==> src/rtl/core/bgl_pkg.sv <==
// ----------------------------------------------------------------------------
// bgl_pkg
// Shared widths and types for the binary GCD / LCM block.
// ----------------------------------------------------------------------------
package bgl_pkg;

  // operand and result width
  localparam int WIDTH = 32;

  // shift count for the common power of two (0 .. WIDTH-1)
  localparam int KW = $clog2(WIDTH);

  // step counter for the divider and multiplier (WIDTH-1 down to 0)
  localparam int CW = $clog2(WIDTH);

  typedef logic [WIDTH-1:0] word_t;
  typedef logic [KW-1:0]    shift_t;
  typedef logic [CW-1:0]    step_t;

endpackage

==> src/rtl/core/bgl_gcd.sv <==
// ----------------------------------------------------------------------------
// bgl_gcd
// Stein's binary GCD: one shift or one subtraction per cycle.
// ----------------------------------------------------------------------------
module bgl_gcd import bgl_pkg::*; (
  input  logic  clk,
  input  logic  rst,
  input  logic  start,
  input  word_t op_a,
  input  word_t op_b,
  output logic  done,
  output word_t result
);

  localparam logic [1:0] G_IDLE   = 2'd0;
  localparam logic [1:0] G_COMMON = 2'd1;
  localparam logic [1:0] G_REDUCE = 2'd2;

  logic [1:0] state;
  word_t      a;
  word_t      b;
  shift_t     k;

  // single shared subtractor: larger minus smaller
  logic  a_gt;
  word_t sub_hi;
  word_t sub_lo;
  word_t diff;

  assign a_gt   = a > b;
  assign sub_hi = a_gt ? a : b;
  assign sub_lo = a_gt ? b : a;
  assign diff   = sub_hi - sub_lo;

  always_ff @(posedge clk) begin
    if (rst) begin
      state <= G_IDLE;
      done  <= 1'b0;
    end else begin
      done <= 1'b0;
      unique case (state)
        G_IDLE: begin
          if (start) begin
            a <= op_a;
            b <= op_b;
            k <= '0;
            if (op_a == '0 || op_b == '0) begin
              // one side zero: the other side is the answer
              result <= op_a | op_b;
              done   <= 1'b1;
            end else begin
              state <= G_COMMON;
            end
          end
        end
        G_COMMON: begin
          // strip the common power of two
          if (!a[0] && !b[0]) begin
            a <= a >> 1;
            b <= b >> 1;
            k <= k + 1'b1;
          end else begin
            state <= G_REDUCE;
          end
        end
        G_REDUCE: begin
          priority if (!a[0]) begin
            a <= a >> 1;
          end else if (b == '0) begin
            result <= a << k;
            done   <= 1'b1;
            state  <= G_IDLE;
          end else if (!b[0]) begin
            b <= b >> 1;
          end else begin
            // both odd: keep the smaller, replace the larger by the difference
            a <= sub_lo;
            b <= diff;
          end
        end
        default: begin
          state <= G_IDLE;
        end
      endcase
    end
  end

endmodule

==> src/rtl/core/bgl_div.sv <==
// ----------------------------------------------------------------------------
// bgl_div
// Restoring divider, one quotient bit per cycle.
// ----------------------------------------------------------------------------
module bgl_div import bgl_pkg::*; (
  input  logic  clk,
  input  logic  rst,
  input  logic  start,
  input  word_t dividend,
  input  word_t denom,
  output logic  done,
  output word_t quotient
);

  logic          busy;
  step_t         step;
  word_t         rem;
  word_t         den;
  logic [WIDTH:0] trial_in;
  logic [WIDTH:0] trial;
  logic          neg;

  assign trial_in = {rem, quotient[WIDTH-1]};
  assign trial    = trial_in - {1'b0, den};
  assign neg      = trial[WIDTH];

  always_ff @(posedge clk) begin
    if (rst) begin
      busy <= 1'b0;
      done <= 1'b0;
    end else begin
      done <= 1'b0;
      if (start) begin
        busy     <= 1'b1;
        step     <= CW'(WIDTH - 1);
        rem      <= '0;
        den      <= denom;
        quotient <= dividend;
      end else if (busy) begin
        rem      <= neg ? trial_in[WIDTH-1:0] : trial[WIDTH-1:0];
        quotient <= {quotient[WIDTH-2:0], ~neg};
        step     <= step - 1'b1;
        if (step == '0) begin
          busy <= 1'b0;
          done <= 1'b1;
        end
      end
    end
  end

endmodule

==> src/rtl/core/bgl_mul.sv <==
// ----------------------------------------------------------------------------
// bgl_mul
// Shift-and-add multiplier, one multiplier bit per cycle, full-width product.
// ----------------------------------------------------------------------------
module bgl_mul import bgl_pkg::*; (
  input  logic  clk,
  input  logic  rst,
  input  logic  start,
  input  word_t op_x,
  input  word_t op_y,
  output logic  done,
  output word_t prod_hi,
  output word_t prod_lo
);

  logic           busy;
  step_t          step;
  word_t          mcand;
  logic [WIDTH:0] sum;

  assign sum = prod_lo[0] ? ({1'b0, prod_hi} + {1'b0, mcand}) : {1'b0, prod_hi};

  always_ff @(posedge clk) begin
    if (rst) begin
      busy <= 1'b0;
      done <= 1'b0;
    end else begin
      done <= 1'b0;
      if (start) begin
        busy    <= 1'b1;
        step    <= CW'(WIDTH - 1);
        mcand   <= op_y;
        prod_hi <= '0;
        prod_lo <= op_x;
      end else if (busy) begin
        prod_hi <= sum[WIDTH:1];
        prod_lo <= {sum[0], prod_lo[WIDTH-1:1]};
        step    <= step - 1'b1;
        if (step == '0) begin
          busy <= 1'b0;
          done <= 1'b1;
        end
      end
    end
  end

endmodule

==> src/rtl/core/binary_gcd_lcm.sv <==
// ----------------------------------------------------------------------------
// binary_gcd_lcm
// GCD (Stein's binary method) and LCM of two unsigned operands.
// ----------------------------------------------------------------------------
//
//   channel | handshake          | payload
//   --------+--------------------+-------------------------------------------
//   input   | in_valid, in_stall | operand_a, operand_b
//   output  | out_valid,out_stall| divisor, multiple, multiple_overflow
//
// One transaction at a time. A zero operand skips the divider and multiplier.
// Otherwise the GCD loop takes one shift or one subtraction per cycle,
// then the divider and then the multiplier run in turn.
// Reset (rst, synchronous) returns every sequencer to idle; no result pending.
// in_stall is high from acceptance until the result has been taken; a held
// result waits in the output registers for as long as out_stall is high.
// ----------------------------------------------------------------------------
module binary_gcd_lcm import bgl_pkg::*; (
  input  logic  clk,
  input  logic  rst,
  input  logic  in_valid,
  output logic  in_stall,
  input  word_t operand_a,
  input  word_t operand_b,
  output logic  out_valid,
  input  logic  out_stall,
  output word_t divisor,
  output word_t multiple,
  output logic  multiple_overflow
);

  localparam logic [2:0] S_IDLE = 3'd0;
  localparam logic [2:0] S_GCD  = 3'd1;
  localparam logic [2:0] S_DIV  = 3'd2;
  localparam logic [2:0] S_MUL  = 3'd3;
  localparam logic [2:0] S_DONE = 3'd4;

  logic [2:0] state;

  // operands ordered for the LCM: (big / gcd) * small
  word_t big;
  word_t small_op;
  logic  any_zero;

  logic  gcd_start;
  logic  gcd_done;
  word_t gcd_result;
  logic  div_start;
  logic  div_done;
  word_t quotient;
  logic  mul_start;
  logic  mul_done;
  word_t prod_hi;
  word_t prod_lo;

  assign in_stall  = state != S_IDLE;
  assign out_valid = state == S_DONE;

  assign gcd_start = in_valid && !in_stall;
  assign div_start = (state == S_GCD) && gcd_done && !any_zero;
  assign mul_start = (state == S_DIV) && div_done;

  bgl_gcd u_gcd (
    .clk    (clk),
    .rst    (rst),
    .start  (gcd_start),
    .op_a   (operand_a),
    .op_b   (operand_b),
    .done   (gcd_done),
    .result (gcd_result)
  );

  bgl_div u_div (
    .clk      (clk),
    .rst      (rst),
    .start    (div_start),
    .dividend (big),
    .denom    (gcd_result),
    .done     (div_done),
    .quotient (quotient)
  );

  bgl_mul u_mul (
    .clk     (clk),
    .rst     (rst),
    .start   (mul_start),
    .op_x    (quotient),
    .op_y    (small_op),
    .done    (mul_done),
    .prod_hi (prod_hi),
    .prod_lo (prod_lo)
  );

  // Sequencer: GCD, then divide, then multiply; result held until taken.
  always_ff @(posedge clk) begin
    if (rst) begin
      state <= S_IDLE;
    end else begin
      unique case (state)
        S_IDLE: begin
          if (gcd_start) begin
            big      <= (operand_a > operand_b) ? operand_a : operand_b;
            small_op <= (operand_a > operand_b) ? operand_b : operand_a;
            any_zero <= (operand_a == '0) || (operand_b == '0);
            state    <= S_GCD;
          end
        end
        S_GCD: begin
          if (gcd_done) begin
            divisor <= gcd_result;
            if (any_zero) begin
              // zero operand: multiple is zero, never overflows
              multiple          <= '0;
              multiple_overflow <= 1'b0;
              state             <= S_DONE;
            end else begin
              state <= S_DIV;
            end
          end
        end
        S_DIV: begin
          if (div_done) begin
            state <= S_MUL;
          end
        end
        S_MUL: begin
          if (mul_done) begin
            multiple          <= prod_lo;
            multiple_overflow <= |prod_hi;
            state             <= S_DONE;
          end
        end
        S_DONE: begin
          if (!out_stall) begin
            state <= S_IDLE;
          end
        end
        default: begin
          state <= S_IDLE;
        end
      endcase
    end
  end

`ifndef SYNTHESIS
  // the units only finish while the sequencer waits on them
  a_gcd_done_in_gcd: assert property (@(posedge clk) disable iff (rst)
    gcd_done |-> state == S_GCD)
    else $error("gcd unit finished outside the GCD phase");

  a_div_done_in_div: assert property (@(posedge clk) disable iff (rst)
    div_done |-> state == S_DIV)
    else $error("divider finished outside the divide phase");

  // a zero divisor only comes from two zero operands, whose multiple is zero
  a_zero_divisor: assert property (@(posedge clk) disable iff (rst)
    (out_valid && divisor == '0) |-> (multiple == '0 && !multiple_overflow))
    else $error("non-zero multiple with zero divisor");

  // multiplier start only follows the divider immediately
  a_mul_after_div: assert property (@(posedge clk) disable iff (rst)
    mul_start |=> state == S_MUL)
    else $error("multiplier started without entering the multiply phase");
`endif

endmodule

==> config.mk <==
export PLATFORM = sky130hd
export DESIGN_NAME = binary_gcd_lcm
export DESIGN_NICKNAME = d
export VERILOG_FILES = /design/src/rtl/core/bgl_pkg.sv /design/src/rtl/core/bgl_gcd.sv /design/src/rtl/core/bgl_div.sv /design/src/rtl/core/bgl_mul.sv /design/src/rtl/core/binary_gcd_lcm.sv
export SDC_FILE = /design/constraint.sdc
export NUM_CORES = 1
export LEC_CHECK = 0
export BUFFER_PORTS_ARGS = -buffer_cell sky130_fd_sc_hd__clkbuf_2
export CAP_MARGIN = 40
export CELL_PAD_IN_SITES_DETAIL_PLACEMENT = 1
export CELL_PAD_IN_SITES_GLOBAL_PLACEMENT = 1
export CORE_UTILIZATION = 45
export DETAILED_ROUTE_END_ITERATION = 7
export GPL_TIMING_DRIVEN = 0
export PLACE_DENSITY_LB_ADDON = 0.1
export SLEW_MARGIN = 20
export SYNTH_ARGS = -nofsm -noshare
export SYNTH_HDL_FRONTEND = slang
export SYNTH_SLANG_ARGS = --single-unit
==> constraint.sdc <==
create_clock -name clk -period 5.5 [get_ports clk]
set_input_delay 1.65 -clock clk [delete_from_list [all_inputs] [get_ports clk]]
set_output_delay 1.65 -clock clk [all_outputs]
set_load 0.01 [all_outputs]
Yosys cells after proc, flatten, opt, wreduce, memory -nomap -nowiden
Index checks and enable logic that the tools add are counted.
{"block": "totals", "register_bits": 443, "in_bits": 68, "output_inout_bits": 67, "elab_cells": 171}
{"block": "op_classes", "addsub": 6, "magnitude_cmp": 2, "eq_ne": 22, "shifts": 1, "muxes": 68, "bitwise_logic": 5, "reduce_logical": 41}
{"operator": "32-bit two-way mux", "n": 28}
{"operator": "32-bit one-hot mux with 3 select lines", "n": 2}
{"operator": "32-bit one-hot mux with 2 select lines", "n": 2}
{"operator": "32-bit logical NOT", "n": 3}
{"operator": "32-bit greater-than comparator", "n": 2}
{"operator": "32-bit by 32-bit adder with 33-bit output", "n": 1}
{"operator": "33-bit two-way mux", "n": 1}
{"operator": "33-bit by 32-bit subtractor with 33-bit output", "n": 1}
{"operator": "32-bit bitwise OR", "n": 1}
{"operator": "32-bit OR reduction", "n": 1}
{"operator": "32-bit by 5-bit left shift with 32-bit output", "n": 1}
{"operator": "32-bit subtractor", "n": 1}
{"operator": "5-bit two-way mux", "n": 4}
{"operator": "3-bit two-way mux", "n": 6}
{"operator": "6-bit AND reduction", "n": 3}
{"operator": "2-bit inequality test (second input constant)", "n": 8}
{"operator": "1-bit two-way mux", "n": 15}
{"operator": "3-bit one-hot mux with 5 select lines", "n": 1}
{"operator": "5-bit AND reduction", "n": 3}
{"operator": "2-bit by 1-bit inequality test with 1-bit output (second input constant)", "n": 6}
{"operator": "5-bit logical NOT", "n": 2}
{"operator": "2-bit two-way mux", "n": 5}
{"operator": "5-bit one-hot mux with 2 select lines", "n": 1}
{"operator": "2-bit nonzero test", "n": 5}
{"operator": "other kinds (21)", "n": 42}

Depth between registers and ports, before layout
{"block": "logic_depth", "depth_word": 7, "ltp_mapped": 21, "ltp_nobuf": 18}

By module
From an unflattened synthesis, not the netlist that was laid out.
{"block": "hier_totals", "hier_cells": 2684, "hier_area_um2": 28117.0}
{"mod": "bgl_gcd", "instances": 1, "cells_each": 1210, "area_per_inst_um2": 9878.2, "seq_area_each_um2": 3093.0}
{"mod": "binary_gcd_lcm", "instances": 1, "cells_each": 420, "area_per_inst_um2": 6468.7, "seq_area_each_um2": 3963.8}
{"mod": "bgl_div", "instances": 1, "cells_each": 557, "area_per_inst_um2": 5965.7, "seq_area_each_um2": 3072.9}
{"mod": "bgl_mul", "instances": 1, "cells_each": 497, "area_per_inst_um2": 5804.3, "seq_area_each_um2": 3072.9}

Least setup slack after synthesis
Ideal clock, no wire load.
{"block": "synth_timing", "path_kind": "in2reg", "start": "in rst", "end": "reg u_mul.prod_hi[0] (enable)", "setup_ns": 0.496, "arrival_time_ns": 4.946, "required_ns": 5.004, "path_slack_ns": 0.057, "stages": 3, "n_path_buf": 2, "cell_sequence": "clkbuf_1 > clkbuf_1 > nor2_1"}
{"block": "synth_via", "elab_chain_cells": 2}
{"element": "from (decl)", "line": "binary_gcd_lcm.sv:20", "source": "input logic rst,"}
{"element": "1-bit NOT (no source line)"}
{"element": "2-bit AND reduction (no source line)"}
{"element": "to (signal assigned)", "line": "bgl_mul.sv:36", "source": "prod_hi <= sum[WIDTH:1];"}
{"element": "to (decl)", "line": "bgl_mul.sv:12", "source": "output word_t prod_hi,"}
No other way between the ends.
A chain may end at the register's enable or synchronous reset.

Worst setup path in the final report
{"block": "layout_timing", "start": "reg u_gcd.b[30]", "end": "reg u_gcd.b[26], data pin"}
{"block": "layout_via", "elab_chain_cells": 7, "elab_cells_between_ends": 8, "cone_classes": "add/sub: 1; order compare: 1; mux: 6"}
{"element": "from (decl)", "line": "bgl_gcd.sv:21", "source": "word_t b;"}
{"element": "from (signal assigned)", "line": "bgl_gcd.sv:45", "source": "b <= op_b;"}
{"element": "from (signal assigned)", "line": "bgl_gcd.sv:60", "source": "b <= b >> 1;"}
{"element": "from (signal assigned)", "line": "bgl_gcd.sv:74", "source": "b <= b >> 1;"}
{"element": "32-bit greater-than comparator *", "line": "bgl_gcd.sv:30", "source": "assign a_gt = a > b;"}
{"element": "32-bit two-way mux, on equally long branches", "line": "bgl_gcd.sv:31, bgl_gcd.sv:32"}
{"element": "32-bit subtractor *", "line": "bgl_gcd.sv:33", "source": "assign diff = sub_hi - sub_lo;"}
{"element": "32-bit two-way mux *", "line": "bgl_gcd.sv:73", "source": "end else if (!b[0]) begin"}
{"element": "32-bit two-way mux *", "line": "bgl_gcd.sv:69", "source": "end else if (b == '0) begin"}
{"element": "32-bit two-way mux *", "line": "bgl_gcd.sv:67", "source": "priority if (!a[0]) begin"}
{"element": "32-bit one-hot mux with 3 select lines *", "line": "bgl_gcd.sv:41", "source": "unique case (state)"}
Mark *: on every way between the ends. The rest lies on a longest branch, timed or not. The select of a mux whose other input is x is not followed.

==> impl_results.html <==
<table>
<tr><th>Metric</th><th>Value</th></tr>
<tr><th colspan="2">Critical path</th></tr>
<tr><td>Critical path start-end classification</td><td>reg2reg</td></tr>
<tr><td>Cells along the critical path</td><td>inv_1, ha_1, buf_2, nand4_1, nor4_4, buf_4, a21boi_0, o31a_1, buf_4, nor2_4, clkbuf_4, nor2_1, a22oi_1, ha_1, and2_1, o32a_1, o21ai_2, nand2_1, a21oi_2, o31a_2, xor2_1, a221oi_1</td></tr>
<tr><td>Crit-path max cell delay</td><td>about 0.5 ns</td></tr>
<tr><td>Critical Path Slowest Stage Cell</td><td>edfxtp_1</td></tr>
<tr><td>Data arrival at the endpoint of the critical path</td><td>approximately 5.6 ns</td></tr>
<tr><td>Worst R2R Path Depth</td><td>22</td></tr>
<tr><td>Type of destination of the critical path</td><td>flip-flop</td></tr>
<tr><td>Peak fanout along the critical path</td><td>10</td></tr>
<tr><td>Req. time, crit path</td><td>5.84 ns</td></tr>
<tr><td>R2R Setup Slk</td><td>0.22 ns</td></tr>
<tr><td>Startpoint of the worst-slack reg-to-reg timing path</td><td>u_gcd.b[30]$_DFFE_PP_</td></tr>
<tr><td>Reg-to-Reg End</td><td>u_gcd.b[26]$_DFFE_PP_</td></tr>
<tr><td>Element type at the critical path start</td><td>flip-flop</td></tr>
<tr><th colspan="2">Hold path</th></tr>
<tr><td>Hold Path Sink</td><td>u_mul.mcand[26]$_DFFE_PP_</td></tr>
<tr><td>Start point of the worst min-delay path</td><td>small_op[26]$_DFFE_PP_</td></tr>
<tr><td>Hold Crit Depth</td><td>0</td></tr>
<tr><td>Type of the tightest min-delay check</td><td>reg2reg</td></tr>
<tr><th colspan="2">Clock tree</th></tr>
<tr><td>CTS tree</td><td>done</td></tr>
<tr><td>Clock Tree Root</td><td>clkbuf_16</td></tr>
<tr><td>Clock-pin slew reported for the worst setup and hold paths after clock tree synthesis</td><td>roughly 0.07 ns</td></tr>
<tr><td>TritonCTS Sinks</td><td>443</td></tr>
<tr><td>Number of hold-repair buffers added at the cts stage</td><td>0</td></tr>
<tr><td>Number of buffers on the longest clock path</td><td>3</td></tr>
<tr><td>H-tree levels</td><td>2</td></tr>
<tr><td>Latest clock arrival within the worst-skew pair</td><td>about 0.63 ns</td></tr>
<tr><td>Number of CTS-inserted buffers</td><td>50</td></tr>
<tr><th colspan="2">Synth</th></tr>
<tr><td>Most frequently used flop master after synthesis</td><td>edfxtp_1</td></tr>
<tr><td>Mean Syn Cell Area</td><td>between 10 and 15 um^2</td></tr>
<tr><td>Synthesis-stage register bit count</td><td>443</td></tr>
<tr><td>Syn Std Cell Area</td><td>~27,000 um^2</td></tr>
<tr><td>Cell variety after synth</td><td>between 80 and 90</td></tr>
<tr><td>Total nets after synthesis</td><td>a little under 3,000</td></tr>
<tr><td>Warnings from Yosys</td><td>0</td></tr>
<tr><td>Share of async-settable or async-resettable flops after synthesis</td><td>0%</td></tr>
<tr><td>Gate count after technology mapping</td><td>between 2,000 and 3,000</td></tr>
<tr><td>Post-synth EDFFs</td><td>about 430</td></tr>
<tr><td>Sequential element share of the synthesized area</td><td>48.2%</td></tr>
<tr><th colspan="2">Power</th></tr>
<tr><td>Max VDD drop</td><td>between 0.3 and 0.4 mV</td></tr>
<tr><td>Pleak</td><td>~13 nW</td></tr>
<tr><td>Power per cell area</td><td>between 400 and 500 nW/um^2</td></tr>
<tr><th colspan="2">Finish</th></tr>
<tr><td>Diodes inserted</td><td>0</td></tr>
<tr><td>Count of placed standard cells in the final layout, fillers left out</td><td>3,738</td></tr>
<tr><td>Layout fillers</td><td>~6,700</td></tr>
<tr><td>Nets</td><td>3,156</td></tr>
<tr><td>Fraction of layout cells with a size suffix above 1</td><td>~13%</td></tr>
<tr><td>Layout Area Growth over Synthesis</td><td>15.1%</td></tr>
<tr><th colspan="2">STA</th></tr>
<tr><td>Worst relative slew slack</td><td>between 30% and 40%</td></tr>
<tr><td>PnR worst setup slack</td><td>0.219 ns</td></tr>
<tr><td>Post-route fraction of the period consumed by the critical path</td><td>a little over nine tenths</td></tr>
<tr><td>Worst hold slack</td><td>around 0.42 ns</td></tr>
<tr><td>Max frequency</td><td>roughly 0.19 GHz</td></tr>
<tr><td>Maximum clock skew at final layout</td><td>between 0.02 and 0.03 ns</td></tr>
<tr><td>Final count of negative-setup-slack endpoints</td><td>0</td></tr>
<tr><td>Least-Margin Pin Slew</td><td>just under 1 ns</td></tr>
<tr><td>Post-layout min period</td><td>roughly 5.3 ns</td></tr>
<tr><td>Max Slew Vio Count</td><td>0</td></tr>
<tr><td>Sum of negative setup slack</td><td>0 ns</td></tr>
<tr><td>Fin. Hold Viols</td><td>0</td></tr>
<tr><th colspan="2">Floorplan</th></tr>
<tr><td>Ports placed on the boundary</td><td>135</td></tr>
<tr><td>Die boundary height</td><td>249 um</td></tr>
<tr><td>Effective utilization at floorplan</td><td>45.4%</td></tr>
<tr><td>Width of the die</td><td>between 200 and 250 um</td></tr>
<tr><td>DIE AREA</td><td>just over 60,000 um^2</td></tr>
<tr><td>Core region area</td><td>60,200 um^2</td></tr>
<tr><td>Core Rows</td><td>90</td></tr>
<tr><th colspan="2">Drt</th></tr>
<tr><td>Mean number of vias per cell</td><td>approximately 6</td></tr>
<tr><td>Remaining number of nets flagged by the antenna check after routing</td><td>0</td></tr>
<tr><td>Residual DRC count</td><td>0</td></tr>
<tr><td>Post-Route WL</td><td>a little under 100,000 um</td></tr>
<tr><td>First-pass iteration count of the detailed router</td><td>5</td></tr>
<tr><td>Routed vias</td><td>22,292</td></tr>
<tr><td>Routed len/inst</td><td>26.2 um</td></tr>
<tr><td>Iteration-0 DRC count of the detailed router</td><td>about 1,400</td></tr>
<tr><th colspan="2">Global route</th></tr>
<tr><td>Number of global-route vias before repair</td><td>between 20,000 and 25,000</td></tr>
<tr><td>Number of antenna violations at the first check in global routing</td><td>4</td></tr>
<tr><td>Global-route wire length before repair</td><td>145,000 um</td></tr>
<tr><td>Congestion Overflow GR</td><td>0</td></tr>
<tr><td>Largest net degree at the start of global routing</td><td>32</td></tr>
<tr><td>Global-route usage over all layers</td><td>between 30% and 40%</td></tr>
<tr><th colspan="2">Job</th></tr>
<tr><td>Max capacitance violation total</td><td>0</td></tr>
<tr><th colspan="2">Outcome</th></tr>
<tr><td>Outcome</td><td>finished, final reports clean</td></tr>
<tr><th colspan="2">Placed design</th></tr>
<tr><td>Number of placed cells counting well taps</td><td>around 3,600</td></tr>
<tr><td>DP HPWL</td><td>77,400 um</td></tr>
<tr><td>Routability congestion estimate from global placement</td><td>0.967</td></tr>
<tr><td>Number of I/O port buffers</td><td>between 100 and 150</td></tr>
<tr><td>Dpl ws</td><td>-0.986 ns</td></tr>
</table>
==> worst max-delay path by stage <==
stage	endpoint	start	cells past startpoint	slack [ns]
after global placement	u_mul.prod_hi[21]$_SDFFCE_PP0P_	rst	3	-2.35
after CTS	u_gcd.b[26]$_DFFE_PP_	u_gcd.a[16]$_DFFE_PP_	21	0.06
after floorplan	u_mul.prod_hi[0]$_SDFFCE_PP0P_	rst	3	0.06
after global routing	u_gcd.b[28]$_DFFE_PP_	u_gcd.a[0]$_DFFE_PP_	20	-0.02
final	u_gcd.b[26]$_DFFE_PP_	u_gcd.b[30]$_DFFE_PP_	22	0.22
after detailed placement	u_gcd.b[26]$_DFFE_PP_	u_gcd.a[16]$_DFFE_PP_	19	-0.99
==> cell families (layout without fill, tap and decap cells) <==
kind of cell,after synthesis,count (layout),synth area share (%)
and+or+nand+nor,861,861,14.5
buffers and inverters,323,604,4.63
AOI/OAI and AO/OA,591,591,13.6
xor gates and xnor gates,90,90,2.88
DFF,443,443,48.2
muxes,196,196,8.32
adders and majority gates,171,171,7.87
==> routing by layer <==
metal	GRT usage (%)	up-vias	wire [um]
met4	14.7	6	5040
met1	39.7	11206	41300
li1	-	10228	-
met5	0	-	41
met2	52.3	645	46700
met3	4.21	207	4880
==> synth_stat cells, drive strengths merged, types with 5 or more instances <==
cell type  number  area share [%]
clkbuf        108             1.5
o21bai         22            0.60
o221ai          7            0.22
nand3b          6            0.16
mux2           13            0.53
buf            39            0.74
a211o           5            0.16
a31oi          26            0.62
nand2b         30            0.69
a31o            5            0.16
nor2          163             2.2
and3           48             1.1
edfxtp        433              47
mux2i         159             5.8
o211ai         12            0.33
nand2         384             5.3
mux4           24             2.0
o21a           16            0.44
o31ai           6            0.16
a221oi          9            0.33
nor4           42            0.98
o22ai          34            0.87
a21boi          5            0.14
nor3           33            0.62
a211oi         27            0.80
or2             6            0.14
dfxtp          10            0.73
xor2           26            0.83
o21ai         181             3.3
or3            13            0.30
nor2b          25            0.57
a22oi          21            0.58
nand3          57             1.0
inv           175             2.4
a21oi         143             2.6
xnor2          64             2.0
nand4          23            0.55
a21o           43             1.2
ha            169             7.7
and2           21            0.48
==> critical path, delay by kind of cell (launching register included) <==
kind / cells / cell delay (ns)
DFF: 1 / 0.50
xor gates and xnor gates: 1 / 0.17
and+or+nand+nor: 6 / 1.09
AOI/OAI and AO/OA: 8 / 1.81
buffers and inverters: 5 / 0.88
adders and majority gates: 2 / 0.53
==> layout by cell type (no fill, tap or decap), drive strengths merged, types with 26 or more instances in the layout <==
| cell type | netlist | layout |
|---|---|---|
| edfxtp | 433 | 433 |
| nand2 | 384 | 384 |
| clkbuf | 108 | 298 |
| o21ai | 181 | 181 |
| inv | 175 | 176 |
| ha | 169 | 169 |
| nor2 | 163 | 163 |
| mux2i | 159 | 159 |
| a21oi | 143 | 143 |
| buf | 39 | 98 |
| xnor2 | 64 | 64 |
| nand3 | 57 | 57 |
| and3 | 48 | 48 |
| a21o | 43 | 43 |
| nor4 | 42 | 42 |
| o22ai | 34 | 34 |
| nor3 | 33 | 33 |
| nand2b | 30 | 30 |
| a211oi | 27 | 27 |
| xor2 | 26 | 26 |
| a31oi | 26 | 26 |
==> per-stage QoR <==
step | util (%) | power [mW] | area [um^2]
floorplan | - | 8.49 | 27400
global placement | 48.2 | 10.3 | 29000
detailed placement | 48.9 | 10.4 | 29500
CTS | 51.8 | 14.1 | 31200
global route | 52.3 | 14.9 | 31500
finish | 52.3 | 14.3 | 31500
==> final cells by class <==
class / instances / area, um^2 / share of cell area (%)
Tap cell: 782 / 978 / 3.10
Multi-Input combinational cell: 1909 / 13000 / 41.2
Clock buffer: 59 / 1280 / 4.08
Clock inverter: 32 / 458 / 1.45
Buffer: 145 / 604 / 1.92
Sequential cell: 443 / 13200 / 41.9
Inverter: 176 / 662 / 2.10
Timing Repair Buffer: 192 / 1330 / 4.23
==> power breakdown <==
part | switching [mW] | internal (mW) | total, mW
Clock | 1.49 | 2.11 | 3.60
Sequential | 0.418 | 4.14 | 4.56
Combinational | 3.85 | 2.28 | 6.13
==> timing repair <==
| action | CTS | global route |
|---|---|---|
| pin swaps | 3 | 1 |
| endpoints found under the hold margin | 0 | 0 |
| gates resized for setup | 5 | 3 |
| endpoints found under the setup margin | 14 | 10 |
| setup buffers | 3 | 35 |
Power figures use the tool's default switching activity.
